## config.mk

```make
export PLATFORM = sky130hd
export DESIGN_NAME = wcst_scan
export DESIGN_NICKNAME = d
export VERILOG_FILES = /design/src/sv/wcst_pkg.sv /design/src/sv/wcst_scan.sv
export SDC_FILE = /design/constraint.sdc
export NUM_CORES = 1
export LEC_CHECK = 0
export BUFFER_PORTS_ARGS = -buffer_cell sky130_fd_sc_hd__buf_2
export CORE_MARGIN = 5
export CORE_UTILIZATION = 29
export CTS_BUF_LIST = sky130_fd_sc_hd__clkbuf_8
export CTS_CLUSTER_DIAMETER = 200
export CTS_CLUSTER_SIZE = 10
export DETAILED_ROUTE_END_ITERATION = 10
export PLACE_DENSITY = 0.78
export SYNTH_ARGS = -nofsm -noshare
export SYNTH_HDL_FRONTEND = slang
export SYNTH_SLANG_ARGS = --single-unit
```

## constraint.sdc

```tcl
create_clock -name clk -period 2.1 [get_ports clk]
set_input_delay 0.21 -clock clk [delete_from_list [all_inputs] [get_ports clk]]
set_output_delay 0.21 -clock clk [all_outputs]
set_load 0.02 [all_outputs]
```

## src/sv/wcst_pkg.sv

```systemverilog
// ----------------------------------------------------------------------------
// wcst_pkg
// Shared types, widths and codes of the client station table.
// ----------------------------------------------------------------------------
package wcst_pkg;

	localparam int MAC_W         = 48;
	localparam int SLOT_W        = 4;
	localparam int CLI_IDX_W     = 5;
	localparam int CNT_OUT_W     = 5;
	localparam int SIG_W         = 8;
	localparam int TICK_W        = 32;
	localparam int CFG_W         = 5;
	localparam int AP_SLOTS_DEF  = 16;
	localparam int CLIENTS_DEF   = 20;

	localparam logic [MAC_W-1:0] BCAST_MAC = '1;

	localparam logic       KIND_LOAD  = 1'b0;
	localparam logic       KIND_FRAME = 1'b1;
	localparam logic [1:0] FT_MGMT    = 2'd0;
	localparam logic [1:0] FT_CTRL    = 2'd1;
	localparam logic [1:0] FT_DATA    = 2'd2;
	localparam logic [1:0] FT_OTHER   = 2'd3;

	typedef enum logic [2:0] {
		ST_LOADED       = 3'd0,
		ST_TYPE_IGNORED = 3'd1,
		ST_NO_AP        = 3'd2,
		ST_NO_DIRECTION = 3'd3,
		ST_BROADCAST    = 3'd4,
		ST_UPDATED      = 3'd5,
		ST_ADDED        = 3'd6,
		ST_FULL         = 3'd7
	} status_t;

	typedef struct packed {
		logic                     kind;
		logic [SLOT_W-1:0]        ap_slot;
		logic [MAC_W-1:0]         load_bssid;
		logic [1:0]               frame_type;
		logic                     to_ds;
		logic                     from_ds;
		logic [MAC_W-1:0]         addr1;
		logic [MAC_W-1:0]         addr2;
		logic [MAC_W-1:0]         addr3;
		logic signed [SIG_W-1:0]  signal_dbm;
		logic [TICK_W-1:0]        now_ticks;
	} item_t;

	typedef struct packed {
		status_t                  status;
		logic [SLOT_W-1:0]        ap_index;
		logic [CLI_IDX_W-1:0]     client_index;
		logic [MAC_W-1:0]         client_address;
		logic [CNT_OUT_W-1:0]     clients_now;
	} result_t;

	typedef struct packed {
		logic done;
		logic hit;
	} scan_stat_t;

endpackage

```

## src/sv/wcst_scan.sv

```systemverilog
// ----------------------------------------------------------------------------
// wcst_scan
// Shared address search unit: walks a RAM from entry 0 below a limit, one
// read per cycle, and compares each returned word with a key.
// ----------------------------------------------------------------------------
module wcst_scan #(
	parameter int IDX_W = 5
) (
	input  logic                      clk,
	input  logic                      arst_n,
	input  logic                      start,
	input  logic [IDX_W:0]            limit,
	input  logic [wcst_pkg::MAC_W-1:0] key,
	input  logic [wcst_pkg::MAC_W-1:0] rd_data,
	output logic [IDX_W-1:0]          rd_idx,
	output logic [IDX_W-1:0]          hit_idx,
	output wcst_pkg::scan_stat_t      stat
);
	import wcst_pkg::*;

	logic             run_q;
	logic [IDX_W:0]   idx_q;
	logic             vld_s1;
	logic [IDX_W-1:0] idx_s1;
	logic             issue;
	logic             match;
	logic             miss;

	assign issue   = run_q && (idx_q < limit);
	assign match   = vld_s1 && (rd_data == key);
	assign miss    = run_q && !vld_s1 && !issue;
	assign rd_idx  = idx_q[IDX_W-1:0];
	assign hit_idx = idx_s1;

	always_comb begin
		stat.done = match || miss;
		stat.hit  = match;
	end

	always_ff @(posedge clk or negedge arst_n) begin
		if (!arst_n) begin
			run_q  <= 1'b0;
			idx_q  <= '0;
			vld_s1 <= 1'b0;
		end else if (start) begin
			run_q  <= 1'b1;
			idx_q  <= '0;
			vld_s1 <= 1'b0;
		end else if (run_q) begin
			if (match || miss) begin
				run_q  <= 1'b0;
				vld_s1 <= 1'b0;
			end else begin
				vld_s1 <= issue;
				if (issue) begin
					idx_q <= idx_q + 1'b1;
				end
			end
		end
	end

	always_ff @(posedge clk) begin
		if (run_q && !match && !miss) begin
			idx_s1 <= idx_q[IDX_W-1:0];
		end
	end

endmodule

```

==> summary.txt <==
CTS
  • Clock Sinks: 13
  • Later-pin clock latency in the skew report: 0.24 ns
  • Clock H-tree levels: 1
  • Root cell of the clock tree: clkbuf_8
  • TritonCTS buffer count: 3
  • CTS tree: yes
  • Clock-pin slew on the worst setup and hold paths: 0.05 ns
  • Deepest clock path buffer count: 2

STA
  • Max Fclk: 497.7 MHz
  • Fin. max-slew vios: 0
  • Fin. Hold Viols: 0
  • Worst-margin pin slew: 0.3237 ns
  • Setup_tns: 0 ns
  • Fin Hold WS: 0.2258 ns
  • Relative slew slack: 0.7822
  • Clock Skew: 0.003453 ns
  • Setup Viol. Count Final: 0
  • Fin crit share: 0.9567
  • Post-layout min period: 2.009 ns
  • RSZ-0062 raised after global routing: no

Worst hold path
  • Min-Delay Startpoint: start
  • Worst Hold Class: in -> reg

GRT
  • First-pass GRT wire length: 5.664 mm
  • Met3 usage: 0.01715
  • Met1 Use GR: 0.1280
  • Busiest grt layer: met2
  • GR Util met2: 0.2548
  • Total GRT Usage: 0.1271
  • Pin count of the biggest net entering global routing: 9
  • Total congestion overflow: 0
  • Initial antenna violation count: 0
  • Vias in the first global route: 1442

Run
  • MaxCap Viol Count: 0

Logic synthesis
  • Post-synthesis xor/xnor area fraction: 0.2922
  • Largest family of logic cells by synthesized area: XOR/XNOR gates
  • Area contributors post-synth: xnor2_1, dfrtp_1, edfxtp_1
  • Adder-Cell Fraction of Synth Area: 0.05964
  • Unique masters post-synth: 37
  • EDFF count, synth: 5
  • Post-synth top flop: dfrtp_1
  • Synth Instances: 139
  • Most common cell in the netlist: xnor2_1
  • Synth cell count leaders: xnor2_1, xor2_1, inv_1, a21oi_1, nand4_1
  • Yosys warns: 0
  • Sequential share of the synthesized area: 0.2783
  • Mapped Area: 0.001259 mm2
  • Synth Area in Compound Gates: 0.1193
  • Post-synthesis simple-gate area fraction: 0.1531
  • Cell taking the most area after synthesis: xnor2_1
  • Mean Syn Cell Area: 9.055 um2
  • Seq cells post-synth: 13
  • Post-synth net total: 250
  • Post-synth ARST share: 0.6154
  • Mux contribution to synthesized area: 0.007952
  • Share of the synthesized area in the top cell type: 0.1809

Die
  • Core ar.: 0.004294 mm2
  • Number of top-level pins: 117
  • # rows: 24
  • Die ar.: 0.005758 mm2
  • Die height: 75.88 um
  • Width of the die: 75.88 um
  • Initial Util: 0.2931

Pwr
  • Net Sw Frac: 0.3117
  • Pwr/cell area: 458.6 mW/mm2
  • Leakage: 1.017 nW
  • NetSw: 0.0002819 W
  • P_int: 0.0006224 W
  • Total power: 0.0009043 W
  • Comb pwr share: 0.410
  • Clock Power Share: 0.238
  • Max IR drop VDD: 0.1586 mV
  • Reg power frac: 0.353

Worst setup path
  • CP max stage delay: 0.40 ns
  • Worst Setup EP: stat[1]
  • Slowest CP cell: dfrtp_1
  • Reg2reg end: idx_q[5]
  • Worst-path cell chain: ha_1, nor2b_1, o21ai_1, o2111a_1, nor2_1, a21o_1, buf_2
  • Required time at the worst-slack endpoint: 1.89 ns
  • Reg2reg start: idx_q[4]
  • Crit path DAT: 1.80 ns
  • R2R depth: 7
  • Critical Path Fanout Max: 3
  • Startpoint Class: flip-flop
  • Worst setup EP type: output pin
  • Worst reg-to-reg setup slack: 0.12 ns
  • Worst setup path class: reg -> out
  • Critical Path Start: idx_q[4]

Placed design
  • DP HPWL: 3.348 mm
  • Routability cong.: 0.7869
  • # port buffers: 116
  • DP Cell Count: 304

Detailed routing
  • Initial DRC count: 34
  • Via Count: 1433
  • Post-DRT Antenna Nets: 0
  • DR vias/cell: 4.608
  • WL per Instance: 11.84 um
  • Drt drc: 0
  • Final WL: 3.681 mm
  • Pre-Repair DR Iteration Count: 4

Finish
  • Area grow syn2layout: 56.66%
  • ANT cells: 0
  • Final #Nets: 371
  • Layout cells sized above 1: 0.5058
  • Non-filler cells, final: 311

Outcome
  • Outcome: complete, no violations
[cell type report]
type,count,area [um2]
Tap cell,52,65.06
Sequential cell,13,350.3
Timing Repair Buffer,124,643.1
Multi-Input combinational cell,104,815.8
Clock buffer,3,41.29
Inverter,14,52.55
Fill cell,433,2322
Clock inverter,1,3.754
[placed cells by master (no fill, tap or decap), types with 2 or more instances in the layout]
cell,instances
a21oi_1,7
a21oi_2,2
buf_2,116
buf_4,7
clkbuf_8,3
dfrtp_1,8
edfxtp_1,5
ha_1,5
inv_1,15
nand2b_1,2
nand3_1,2
nand4_1,9
nor2_1,4
nor4_1,4
o21ai_0,3
or3_1,3
xnor2_1,26
xor2_1,16
[worst min path at each step]
stage	to	cells past startpoint
after floorplan	idx_q[0]	0
after global placement	idx_q[0]	1
after detailed placement	idx_q[0]	1
after CTS	idx_q[4]	2
after global routing	idx_q[5]	2
final	idx_q[5]	2
[power by group through the flow]
stage                     logic [W]  registers [W]  clock network, W
after floorplan            0.000172       0.000355                 0
after global placement     0.000362       0.000323                 0
after detailed placement   0.000371       0.000324                 0
after CTS                  0.000374       0.000319          0.000223
after global routing       0.000410       0.000323          0.000229
final                      0.000370       0.000319          0.000215
[flip-flops by register name, indices dropped and copies added (netlist names)]
name     cells
idx_q        6
hit_idx      5
run_q        1
vld_s1       1
[what timing repair did]
item / CTS / global route
resized for setup: 0 / 3
setup endpoints to repair: 0 / 5
endpoints found under the hold margin: 8 / 0
hold buffers: 1 / 0
setup buffers: 0 / 2
[metrics by stage]
stage / cell area (um2) / setup slack, ns / util
floorplan: 1259 / 0.001193 / -
global placement: 1882 / 0.1545 / 0.4382
finish: 1972 / 0.09094 / 0.4592
global route: 1972 / 0.01356 / 0.4592
detailed placement: 1882 / 0.1099 / 0.4382
CTS: 1937 / 0.04772 / 0.4510
[kinds of logic (layout without fill, tap and decap cells)]
| kind of cell | count (synthesis) | after routing |
|---|---|---|
| AOI/OAI and AO/OA | 23 | 23 |
| buffers and inverters | 22 | 142 |
| DFF | 13 | 13 |
| adders and majority gates | 6 | 6 |
| and+or+nand+nor | 32 | 32 |
| muxes | 1 | 1 |
| xor gates and xnor gates | 42 | 42 |
[metal layers]
metal,up-vias,part of all wire
li1,721,-
met1,626,0.32
met2,78,0.56
met3,8,0.098
met4,0,0.020
met5,-,0
[critical path: cells and delay by family, from the launching register on]
kind,cells,cell delay (ns)
AO/OA/AOI/OAI,3,0.51
flip-flops,1,0.40
adder cells (fa/ha/maj),1,0.30
AND/OR/NAND/NOR,2,0.20
buffers and inverters,1,0.15
Power figures use the tool's default switching activity.
