===== config.mk =====
export PLATFORM = sky130hd
export DESIGN_NAME = wcst_ram
export DESIGN_NICKNAME = d
export VERILOG_FILES = /design/src/sv/wcst_ram.sv
export SDC_FILE = /design/constraint.sdc
export NUM_CORES = 1
export LEC_CHECK = 0
export BUFFER_PORTS_ARGS = -buffer_cell sky130_fd_sc_hd__buf_2
export CAP_MARGIN = 20
export CORE_MARGIN = 1.5
export CORE_UTILIZATION = 50
export DETAILED_ROUTE_END_ITERATION = 6
export PLACE_DENSITY = 0.75
export SYNTH_ARGS = -nofsm -noshare
export SYNTH_HDL_FRONTEND = slang
export SYNTH_SLANG_ARGS = --single-unit

===== constraint.sdc =====
create_clock -name clk -period 3.45 [get_ports clk]
set_clock_uncertainty 0.2 [all_clocks]
set_input_delay 0.345 -clock clk [delete_from_list [all_inputs] [get_ports clk]]
set_output_delay 0.345 -clock clk [all_outputs]
set_load 0.02 [all_outputs]

===== src/sv/wcst_ram.sv =====
// ----------------------------------------------------------------------------
// wcst_ram
// Generic RAM: one write port, one read port with registered read data.
// ----------------------------------------------------------------------------
module wcst_ram #(
	parameter int WIDTH = 8,
	parameter int DEPTH = 16,
	parameter int AW    = (DEPTH > 1) ? $clog2(DEPTH) : 1
) (
	input  logic             clk,
	input  logic             we,
	input  logic [AW-1:0]    waddr,
	input  logic [WIDTH-1:0] wdata,
	input  logic [AW-1:0]    raddr,
	output logic [WIDTH-1:0] rdata
);

	logic [WIDTH-1:0] mem_q [DEPTH];

	always_ff @(posedge clk) begin
		if (we) begin
			mem_q[waddr] <= wdata;
		end
		rdata <= mem_q[raddr];
	end

endmodule


==> metrics.md, run 1 <==
| Metric | Value |
|---|---|
| Finished Layout Cells | 415 |
| Crit Path Category | input port to register |
| Dpl ws | 1180 ps |
| Clock sink count | roughly 140 |
| Crit. End Element | register |
| Crit path arrival time | roughly 1900 ps |
| I/O Pins | 26 |
| ANT cells | 0 |
| Synthesized cell area | between 5000 and 6000 um2 |
| Worst hold-check path type | input port to register |
| Buf/Inv on CP | 2 |
| CP Launch Type | input port |
| Die ar. | about 11000 um2 |
| Max-slew violation count | 0 |
| Pre-antenna DRT Iters | 4 |
| Worst-margin pin slew | ~1000 ps |
| Bufs on Longest Clock Path | 2 |
| Cell Pwr Density | 608 nW/um2 |
| Depth of the CTS H-tree | 4 |
| First-pass GRT wire length | approximately 14000 um |
| Slowest CP cell | mux4_1 |
| Setup TNS | 0 ps |
| Reg clk slew, reported paths | approximately 60 ps |
| Starting Density | 52.2% |
| Synth warnings | 0 |
| RSZ-0062 raised after global routing | false |
| Initial antenna violation count | 0 |
| Final WS setup | roughly 1700 ps |
| Overall fraction of global-route tracks in use | 19.1% |
| Max Freq | around 0.58 GHz |
| Placer congestion estimate | 0.771 |
| Post-synthesis to final-layout area growth | 15.5% |
| Flops & latches, synth | between 100 and 150 |
| Starting DRC count in detailed routing | between 200 and 250 |
| Most common cell after layout, fill and taps aside | edfxtp_1 |
| Clock Root Buffer | clkbuf_8 |
| P_leak | a little under 2 nW |
| DR DRC count | 0 |
| Buffers on Ports | 25 |
| Syn Area/Cell | between 20 and 25 um2 |
| Period utilization | around half |
| Remaining Overflow, GRT | 0 |
| Layout cells sized above 1 | between 20% and 30% |
| CTS tree | done |
| Vias in the first global route | 2455 |
| Antenna-violating nets left | 0 |
| Mapped Nets | around 250 |
| Row cnt | 36 |
| Die height | approximately 100 um |
| Overall Power | 3.62 mW |
| CTS Buf Count | 17 |
| Family with the most delay on the worst path | buffers and inverters |
| Synthesized instance count | between 200 and 250 |
| Core Footprint | roughly 9900 um2 |
| Clock latency on the worst-skew pair | roughly 510 ps |
| Sequential area share after synthesis | 77.8% |
| Post-cts sizing count | 0 |
| Fin util | about three fifths |
| Status | complete, no violations |
| Post-CTS Setup Bufs | 0 |
| Routed vias | about 2400 |
| Final hold vios | 0 |
| Placed cells | 383 |
| Post-synthesis cell type count | 19 |
| Chip width | approximately 100 um |
| Largest net degree at the start of global routing | 33 |
| Cts hold-fix bufs | 0 |
| Final worst path period need | 1720 ps |
| Worst-path fanout max | 17 |
| Commonest cells after routing, fill and taps aside | edfxtp_1, buf_2, mux4_2 |
| Largest stage delay, worst path | approximately 580 ps |
| Max Cap Viol | 0 |
| Via density | 5.77 |
| Required @ worst endpoint | between 3000 and 4000 ps |
| CP cell instances | buf_2 -> buf_12 -> mux4_1 -> a22oi_1 -> nand2_1 |
| Routed Wire Length | between 9000 and 10000 um |
| WL per Instance | 22.9 um |
| Endpoints failing setup | 0 |
| Hpwl dp | between 5000 and 6000 um |
| Worst IR Drop VDD | roughly 0.39 mV |
| Relative slew slack | between 30% and 40% |
| Fin nets | 287 |
## stage by stage
step                      area, um2  hold WS (ps)
final                          5940          25.0
after global routing           5940          3.42
after CTS                      5940         0.879
after detailed placement       5420           469
after global placement         5420           451
after floorplan                5150           244
## cell usage after synthesis
| master | instances | share of area, % |
|---|---|---|
| nor3_1 | 4 | 0.39 |
| mux4_1 | 14 | 7.1 |
| clkdlybuf4s25_2 | 3 | 0.58 |
| and2b_1 | 1 | 0.15 |
| edfxtp_1 | 128 | 75 |
| a22oi_1 | 16 | 2.3 |
| and2_1 | 1 | 0.12 |
| nand3b_1 | 2 | 0.29 |
| buf_4 | 1 | 0.15 |
| nand3_1 | 1 | 0.097 |
| nand2_1 | 9 | 0.66 |
| nor2b_1 | 1 | 0.12 |
| buf_2 | 3 | 0.29 |
| nor2_1 | 13 | 0.95 |
| dfxtp_1 | 8 | 3.1 |
| or3b_2 | 1 | 0.17 |
| mux4_2 | 18 | 7.9 |
| nand2b_1 | 2 | 0.24 |
| buf_6 | 3 | 0.66 |
## logic make-up after synthesis
| kind of cell | share of synthesized area (%) |
|---|---|
| multiplexers | 15.0 |
| AND/OR/NAND/NOR | 3.18 |
| flip-flops | 77.8 |
| AO/OA/AOI/OAI | 2.33 |
| buffers and inverters | 1.68 |
## layout make-up
class	count	area [um2]
sequential	136	4000
fill	671	3920
multi-input combinational	83	1060
clock buffer	19	422
timing repair buffer	31	183
tap	133	166
clock inverter	13	108
## flip-flops by register name, summed over array words and instances (netlist names)
signal / count
mem_q: 128
rdata: 8
## worst paths after layout
check | from | end | slack (ps) | cells past startpoint
worst max-delay path | raddr[0] | rdata[5] | 1730 | 5
worst min-delay path | wdata[1] | mem_q[11][1] | 20 | 1
worst min register to register | mem_q[13][1] | rdata[1] | 470 | 3
worst max register to register | mem_q[0][3] | rdata[3] | 1850 | 3
## metal layers
layer,GRT usage (%),wire length [um],part of all wire (%),vias to the layer above
met4,8.23,82,0.86,0
met5,0,0,0,-
met1,26.6,4210,44,1263
li1,-,-,-,1050
met3,5.26,503,5.3,6
met2,28.5,4720,50,75
## power breakdown
group          internal, mW  leakage (nW)  switching [mW]
clock network         0.945         0.246           0.636
logic                0.0693         0.508           0.106
registers              1.85          1.22          0.0103
(Power assumes the default switching activity.)
==> run 2: changes to the inputs <==
Settings changed: PLACE_DENSITY 0.75 to 0.78.
Clock period 3.45 ns to 1.39 ns, I/O delays scaled along.
==> run 2 against run 1 <==
Compared with the run above: the flow now finishes with violations (setup timing); critical endpoint unchanged; largest power group is now clock; wire length rose by 10%; critical path type is now register to register; die area did not move; sequential cell count did not move; worst setup slack got worse by 1900 ps; global-route usage rose by 1.9 points.
==> metrics.md, run 2 (same netlist as run 1, synthesis figures left out) <==
| Metric | Value |
|---|---|
| Status | complete, but fails checks |
| Failing checks | setup timing |
| R2r startpoint | mem_q[2][5] |
| Die height | 104 um (unchanged) |
| Final worst path period need | around 1500 ps |
| WL per Instance | 23.1 um (+0.78%) |
| Clock sink count | 136 (unchanged) |
| Sw Share | 20.2% (-0.68 points) |
| Commonest cells after routing, fill and taps aside | edfxtp_1, mux4_2, buf_4 |
| Worst hold-check path type | input port to register |
| Bufs on Longest Clock Path | 2 (unchanged) |
| Core Footprint | 9860 um2 (unchanged) |
| Largest stage delay, worst path | 520 ps (-60 ps) |
| Crit path arrival time | 1710 ps (-200 ps) |
| Placer congestion estimate | 0.802 (+4.0%) |
| Worst R2R End | rdata[5] |
| Placed cells | 413 (+7.8%) |
| Depth of the CTS H-tree | 4 (unchanged) |
| Met1 Use GR | 26.1% (-0.57 points) |
| Hold WS | 11.4 ps (-13.6 ps) |
| RSZ-0062 raised after global routing | true |
| Remaining Overflow, GRT | 0 (unchanged) |
| Vias in the first global route | 2787 (+14%) |
| Final hold vios | 0 (unchanged) |
| Worst IR Drop VDD | 0.768 mV (+95%) |
| Fin nets | 327 (+14%) |
| GR Layer Usage met3 | 5.83% (+0.56 points) |
| ANT cells | 0 (unchanged) |
| Overall Power | 9.95 mW (+180%) |
| Layout cells sized above 1 | 44.1% (+16 points) |
| CTS tree | done |
| CP Launch Type | register |
| CP cell instances | mux4_2 -> a22oi_2 -> nand2_1 |
| Die ar. | 10900 um2 (unchanged) |
| Starting DRC count in detailed routing | 228 (+13%) |
| CTS Buf Count | 17 (unchanged) |
| Clock power frac | 48.1% (+4.4 points) |
| Chip width | 104 um (unchanged) |
| R2r setup slk | -120 ps (-1970 ps) |
| Routed Wire Length | 10500 um (+10%) |
| DR DRC count | 0 (unchanged) |
| Required @ worst endpoint | 1590 ps (-2050 ps) |
| Finished Layout Cells | 455 (+9.6%) |
| Crit Path Category | register to register |
| Worst-margin pin slew | 860 ps (-143 ps) |
| Clock latency on the worst-skew pair | 520 ps (about the same) |
| Cell Pwr Density | 1540 nW/um2 (+150%) |
| Largest net degree at the start of global routing | 17 (-48%) |
| Sw Pwr | 2.01 mW (+170%) |
| Pre-antenna DRT Iters | 4 (unchanged) |
| Logic pwr share | 5.5% (+0.6 points) |
| Post-synthesis to final-layout area growth | 25.4% |
| Flop pwr share | 46.4% (-5.0 points) |
| Hold path cells | 4 (+3) |
| Worst hold endpoint | mem_q[0][6] |
| Routed vias | 2600 (+8.6%) |
| Via density | 5.71 (-0.94%) |
| Antenna-violating nets left | 0 (unchanged) |
| Final WS setup | -120 ps (-1850 ps) |
| Endpoints failing setup | 8 (+8) |
| Max reg flops | 128 (unchanged) |
| Worst hold path startpoint | waddr[1] |
| Max Freq | between 0.6 and 0.7 GHz |
| Busiest layer in global routing | met2 |
| Row cnt | 36 (unchanged) |
| Worst-path fanout max | 1 (-16) |
| Buf/Inv on CP | 0 (-2) |
| Biggest regs | mem_q: 128 flops, rdata: 8 flops |
| Relative slew slack | 42.5% (+9.6 points) |
| Period utilization | 109% |
| Max Cap Viol | 0 (unchanged) |
| Max-slew violation count | 0 (unchanged) |
| Biggest register | mem_q |
| Overall fraction of global-route tracks in use | 21.0% (+1.9 points) |
| Worst Reg-to-Reg Cells | 3 (unchanged) |
| Initial antenna violation count | 0 (unchanged) |
| Family with the most delay on the worst path | multiplexers |
| First-pass GRT wire length | 16000 um (+11%) |
| Clock Root Buffer | clkbuf_8 |
| Buffers on Ports | 25 (unchanged) |
| Met2 Use GR | 34.8% (+6.3 points) |
| Hpwl dp | 6380 um (+8.0%) |
| Internal power | 7.95 mW (+180%) |
| Crit. End Element | register |
| P_leak | 2.21 nW (+12%) |
| Most common cell after layout, fill and taps aside | edfxtp_1 |
| Reg clk slew, reported paths | 60 ps (about the same) |
| Slowest CP cell | mux4_2 |
| Starting Density | 52.2% (unchanged) |
| I/O Pins | 26 (unchanged) |
| Fillers | 613 (-8.6%) |
[run 2: changes by cell type in the layout (fill, tap and decap cells not counted), sizes merged]
| cell | before | now |
|---|---|---|
| buf | 31 | 61 |
| bufinv | 1 | 5 |
| clkbuf | 19 | 18 |
| clkinv | 8 | 7 |
| clkinvlp | 4 | 0 |
| dlygate4sd3 | 0 | 10 |
| inv | 0 | 2 |
[run 2: worst max path at each step]
stage,start,end,slack (ps),cells after the start
2_1_floorplan,waddr[2],mem_q[0][0],-50,2
3_3_place_gp,raddr[0],rdata[3],-320,5
3_5_place_dp,raddr[0],rdata[3],-330,5
4_1_cts,mem_q[2][5],rdata[5],-120,3
5_1_grt,mem_q[3][0],rdata[0],-150,3
6_report,mem_q[2][5],rdata[5],-120,3
[run 2: tightest hold or removal path: cells and delay by family]
| kind | cells | cell delay [ps] |
|---|---|---|
| simple gates | 1 | 40 |
| buf+inv | 3 | 380 |
[run 2: power groups by stage]
stage | logic (mW) | registers, mW | clock network, mW
3_3_place_gp | 0.486 | 4.69 | 0
2_1_floorplan | 0.257 | 4.72 | 0
3_5_place_dp | 0.499 | 4.70 | 0
5_1_grt | 0.590 | 4.62 | 4.99
4_1_cts | 0.551 | 4.62 | 4.82
6_report | 0.550 | 4.62 | 4.79
[run 2: layer usage]
metal  routed length (um)  vias to the layer above
met5                    0                        -
li1                     -                     1123
met2                 5530                      128
met1                 4010                     1320
met4                  294                        0
met3                  688                       29
[run 2: area by class of cell]
class / count / area, um2 / area share, %
timing repair buffer: 71 / 561 / 8.68
multi-input combinational: 83 / 1090 / 16.8
sequential: 136 / 4010 / 62.0
clock buffer: 18 / 418 / 6.47
clock inverter: 14 / 221 / 3.43
tap: 133 / 166 / 2.58
[run 2: timing repair]
item | CTS | global route
pin swaps | 6 | 2
cloned | 0 | 0
resized for setup | 13 | 1
buffers inserted | 0 | 0
endpoints found under the hold margin | 144 | 0
hold buffers | 10 | 0
setup endpoints to repair | 9 | 8
[run 2: stage by stage]
step	util, %	setup WS (ps)	setup TNS [ps]	instance area [um2]
5_1_grt	65.5	-154	-1100	6460
3_5_place_dp	57.6	-326	-12020	5680
6_report	65.5	-120	-693	6460
2_1_floorplan	-	-52.0	-514	5180
3_3_place_gp	57.6	-317	-10500	5680
4_1_cts	65.4	-117	-672	6450
==> run 3: changes to the inputs <==
Settings changed: CORE_ASPECT_RATIO from default to 0.6.
==> run 3 against run 2 <==
Compared with the run above: the flow still finishes with violations (setup timing); total power rose by 4.2%; sequential share of layout area fell by 0.68 points; via count rose by 0.81%; first-iteration DRC count rose by 65%; non-clock buffer count rose by 4; maximum frequency rose by 0.49%; critical path depth did not move; clock-buffer cell count rose by 1; die area rose by 0.18%.
==> metrics.md, run 3 (same netlist as run 1, synthesis figures left out) <==
| Metric | Value |
|---|---|
| Final hold vios | 0 (unchanged) |
| Max Freq | 0.666 GHz (+0.49%) |
| Remaining Overflow, GRT | 0 (unchanged) |
| Critical path depth in cells | 3 (unchanged) |
| Die ar. | 10900 um2 (+0.18%) |
| ANT cells | 0 (unchanged) |
| Crit Path Category | register to register |
| DR DRC count | 0 (unchanged) |
| Worst hold-check path type | input port to register |
| Sw Pwr | 1.94 mW (-3.3%) |
| WL per Instance | 22.8 um (-1.5%) |
| Clock latency on the worst-skew pair | 410 ps (-110 ps) |
| Final worst path period need | 1500 ps (-7.42 ps) |
| Largest stage delay, worst path | 510 ps (about the same) |
| Starting Density | 51.7% (-0.45 points) |
| Internal power | 8.43 mW (+6.1%) |
| Largest net degree at the start of global routing | 24 (+7) |
| Fin util | 65.6% (+0.14 points) |
| Final WS setup | -112 ps (+7.42 ps) |
| Relative slew slack | 34.3% (-8.1 points) |
| CTS Buf Count | 17 (unchanged) |
| Crit path arrival time | 1600 ps (-110 ps) |
| Required @ worst endpoint | 1490 ps (-100 ps) |
| Row cnt | 28 (-22%) |
| Vias in the first global route | 2674 (-4.1%) |
| Logic pwr share | 5.3% (-0.2 points) |
| Chip width | 134 um (+28%) |
| Cell Pwr Density | 1590 nW/um2 (+3.1%) |
| Placer congestion estimate | 0.796 (-0.82%) |
| Met1 Use GR | 29.1% (+3.1 points) |
| Worst IR Drop VDD | 1.07 mV (+39%) |
| R2r startpoint | mem_q[3][4] |
| Worst-path fanout max | 1 (unchanged) |
| Worst Reg-to-Reg Cells | 3 (unchanged) |
| Commonest cells after routing, fill and taps aside | edfxtp_1, buf_4, mux4_2 |
| First-pass GRT wire length | 15700 um (-1.8%) |
| Via density | 5.69 (-0.50%) |
| Starting DRC count in detailed routing | 377 (+65%) |
| Worst hold path startpoint | raddr[1] |
| Clock Root Buffer | clkbuf_16 |
| CP cell instances | mux4_2 -> a22oi_2 -> nand2_1 |
| Hpwl dp | 6900 um (+8.1%) |
| Routed Wire Length | 10500 um (-0.15%) |
| P_leak | 2.26 nW (+2.2%) |
| Family with the most delay on the worst path | multiplexers |
| Biggest regs | mem_q: 128 flops, rdata: 8 flops |
| Dpl ws | -341 ps (-15.7 ps) |
| Worst R2R End | rdata[4] |
| Core Footprint | 9950 um2 (+0.86%) |
| Max Cap Viol | 0 (unchanged) |
| Endpoints failing setup | 8 (unchanged) |
| Initial antenna violation count | 0 (unchanged) |
| Clock sink count | 136 (unchanged) |
| Depth of the CTS H-tree | 4 (unchanged) |
| Bufs on Longest Clock Path | 2 (unchanged) |
| Routed vias | 2621 (+0.81%) |
| Biggest register | mem_q |
| RSZ-0062 raised after global routing | true |
| Antenna-violating nets left | 0 (unchanged) |
| Hold WS | 64.3 ps (+52.9 ps) |
| Period utilization | 108% (-0.53 points) |
| R2r setup slk | -110 ps (about the same) |
| GR Layer Usage met3 | 8.21% (+2.4 points) |
| Buf/Inv on CP | 0 (unchanged) |
| Layout cells sized above 1 | 44.8% (+0.69 points) |
| Buffers on Ports | 25 (unchanged) |
| Post-synthesis to final-layout area growth | 26.8% |
| Failing checks | setup timing |
| I/O Pins | 26 (unchanged) |
| CP Launch Type | register |
| Reg clk slew, reported paths | 60 ps (about the same) |
| Busiest layer in global routing | met2 |
| Clock power frac | 50.1% (+2.0 points) |
| Fillers | 670 (+9.3%) |
| Critical path startpoint | mem_q[3][4] |
| Hold path cells | 4 (unchanged) |
| CTS tree | done |
| Slowest CP cell | mux4_2 |
| Max-slew violation count | 0 (unchanged) |
| Worst-margin pin slew | 982 ps (+122 ps) |
| Pre-antenna DRT Iters | 4 (unchanged) |
| Fin nets | 331 (+1.2%) |
| Max reg flops | 128 (unchanged) |
| Die height | 81.6 um (-22%) |
| Status | complete, but fails checks |
| Most common cell after layout, fill and taps aside | edfxtp_1 |
| Sw Share | 18.7% (-1.4 points) |
| Overall fraction of global-route tracks in use | 21.3% (+0.34 points) |
| Worst hold endpoint | rdata[4] |
| Met2 Use GR | 32.6% (-2.1 points) |
| Crit. End Element | register |
| Flop pwr share | 44.6% (-1.8 points) |
run 3: cell count changes in the layout (fill, tap and decap cells not counted), sizes merged:
cell,change
inv,-1
clkinv,-2
buf,+6
dlygate4sd3,-2
clkbuf,+1
bufinv,+2
run 3: power groups by stage:
stage                     clock, mW  sequential (mW)  combinational [mW]
after floorplan                   0             4.72               0.257
after global placement            0             4.70               0.507
after detailed placement          0             4.70               0.522
after CTS                      5.26             4.62               0.556
after global routing           5.45             4.63               0.593
final                          5.20             4.62               0.553
run 3: through the flow:
stage                     std cells  total power, mW  area, um2  setup TNS (ps)
final                           461             10.4       6530            -490
after global routing            461             10.7       6530            -947
after CTS                       461             10.4       6530            -717
after detailed placement        422             5.23       5740          -13020
after global placement          422             5.21       5740          -11500
after floorplan                 229             4.98       5180            -514
run 3: final cells by class:
| class | instances | area [um2] | share of cell area, % |
|---|---|---|---|
| clock buffer | 19 | 443 | 6.79 |
| clock inverter | 13 | 248 | 3.80 |
| multi-input combinational | 83 | 1080 | 16.6 |
| sequential | 136 | 4000 | 61.3 |
| tap | 135 | 169 | 2.59 |
| timing repair buffer | 75 | 583 | 8.93 |
run 3: worst min-delay path, delay by kind of cell:
kind / cells / cell delay [ps]
muxes: 1 / 220
buffers and inverters: 1 / 120
AOI/OAI and AO/OA: 1 / 100
and+or+nand+nor: 1 / 70
run 3: routing by layer:
layer / wire length, um / share of wire, %
met1: 4510 / 43
met2: 4840 / 46
met3: 1120 / 11
met4: 29 / 0.28
met5: 0 / 0
run 3: how the worst max path moves through the flow:
stage,to,slack [ps]
global route,rdata[4],-180
detailed placement,rdata[4],-340
floorplan,mem_q[0][0],-50
global placement,rdata[4],-360
finish,rdata[4],-110
CTS,rdata[4],-150
run 3: timing repair:
item | CTS | global route
hold buffers | 8 | 0
hold endpoints to repair | 128 | 0
pin swaps | 5 | 3
gates resized for setup | 8 | 3
buffers inserted | 0 | 0
endpoints found under the setup margin | 8 | 8
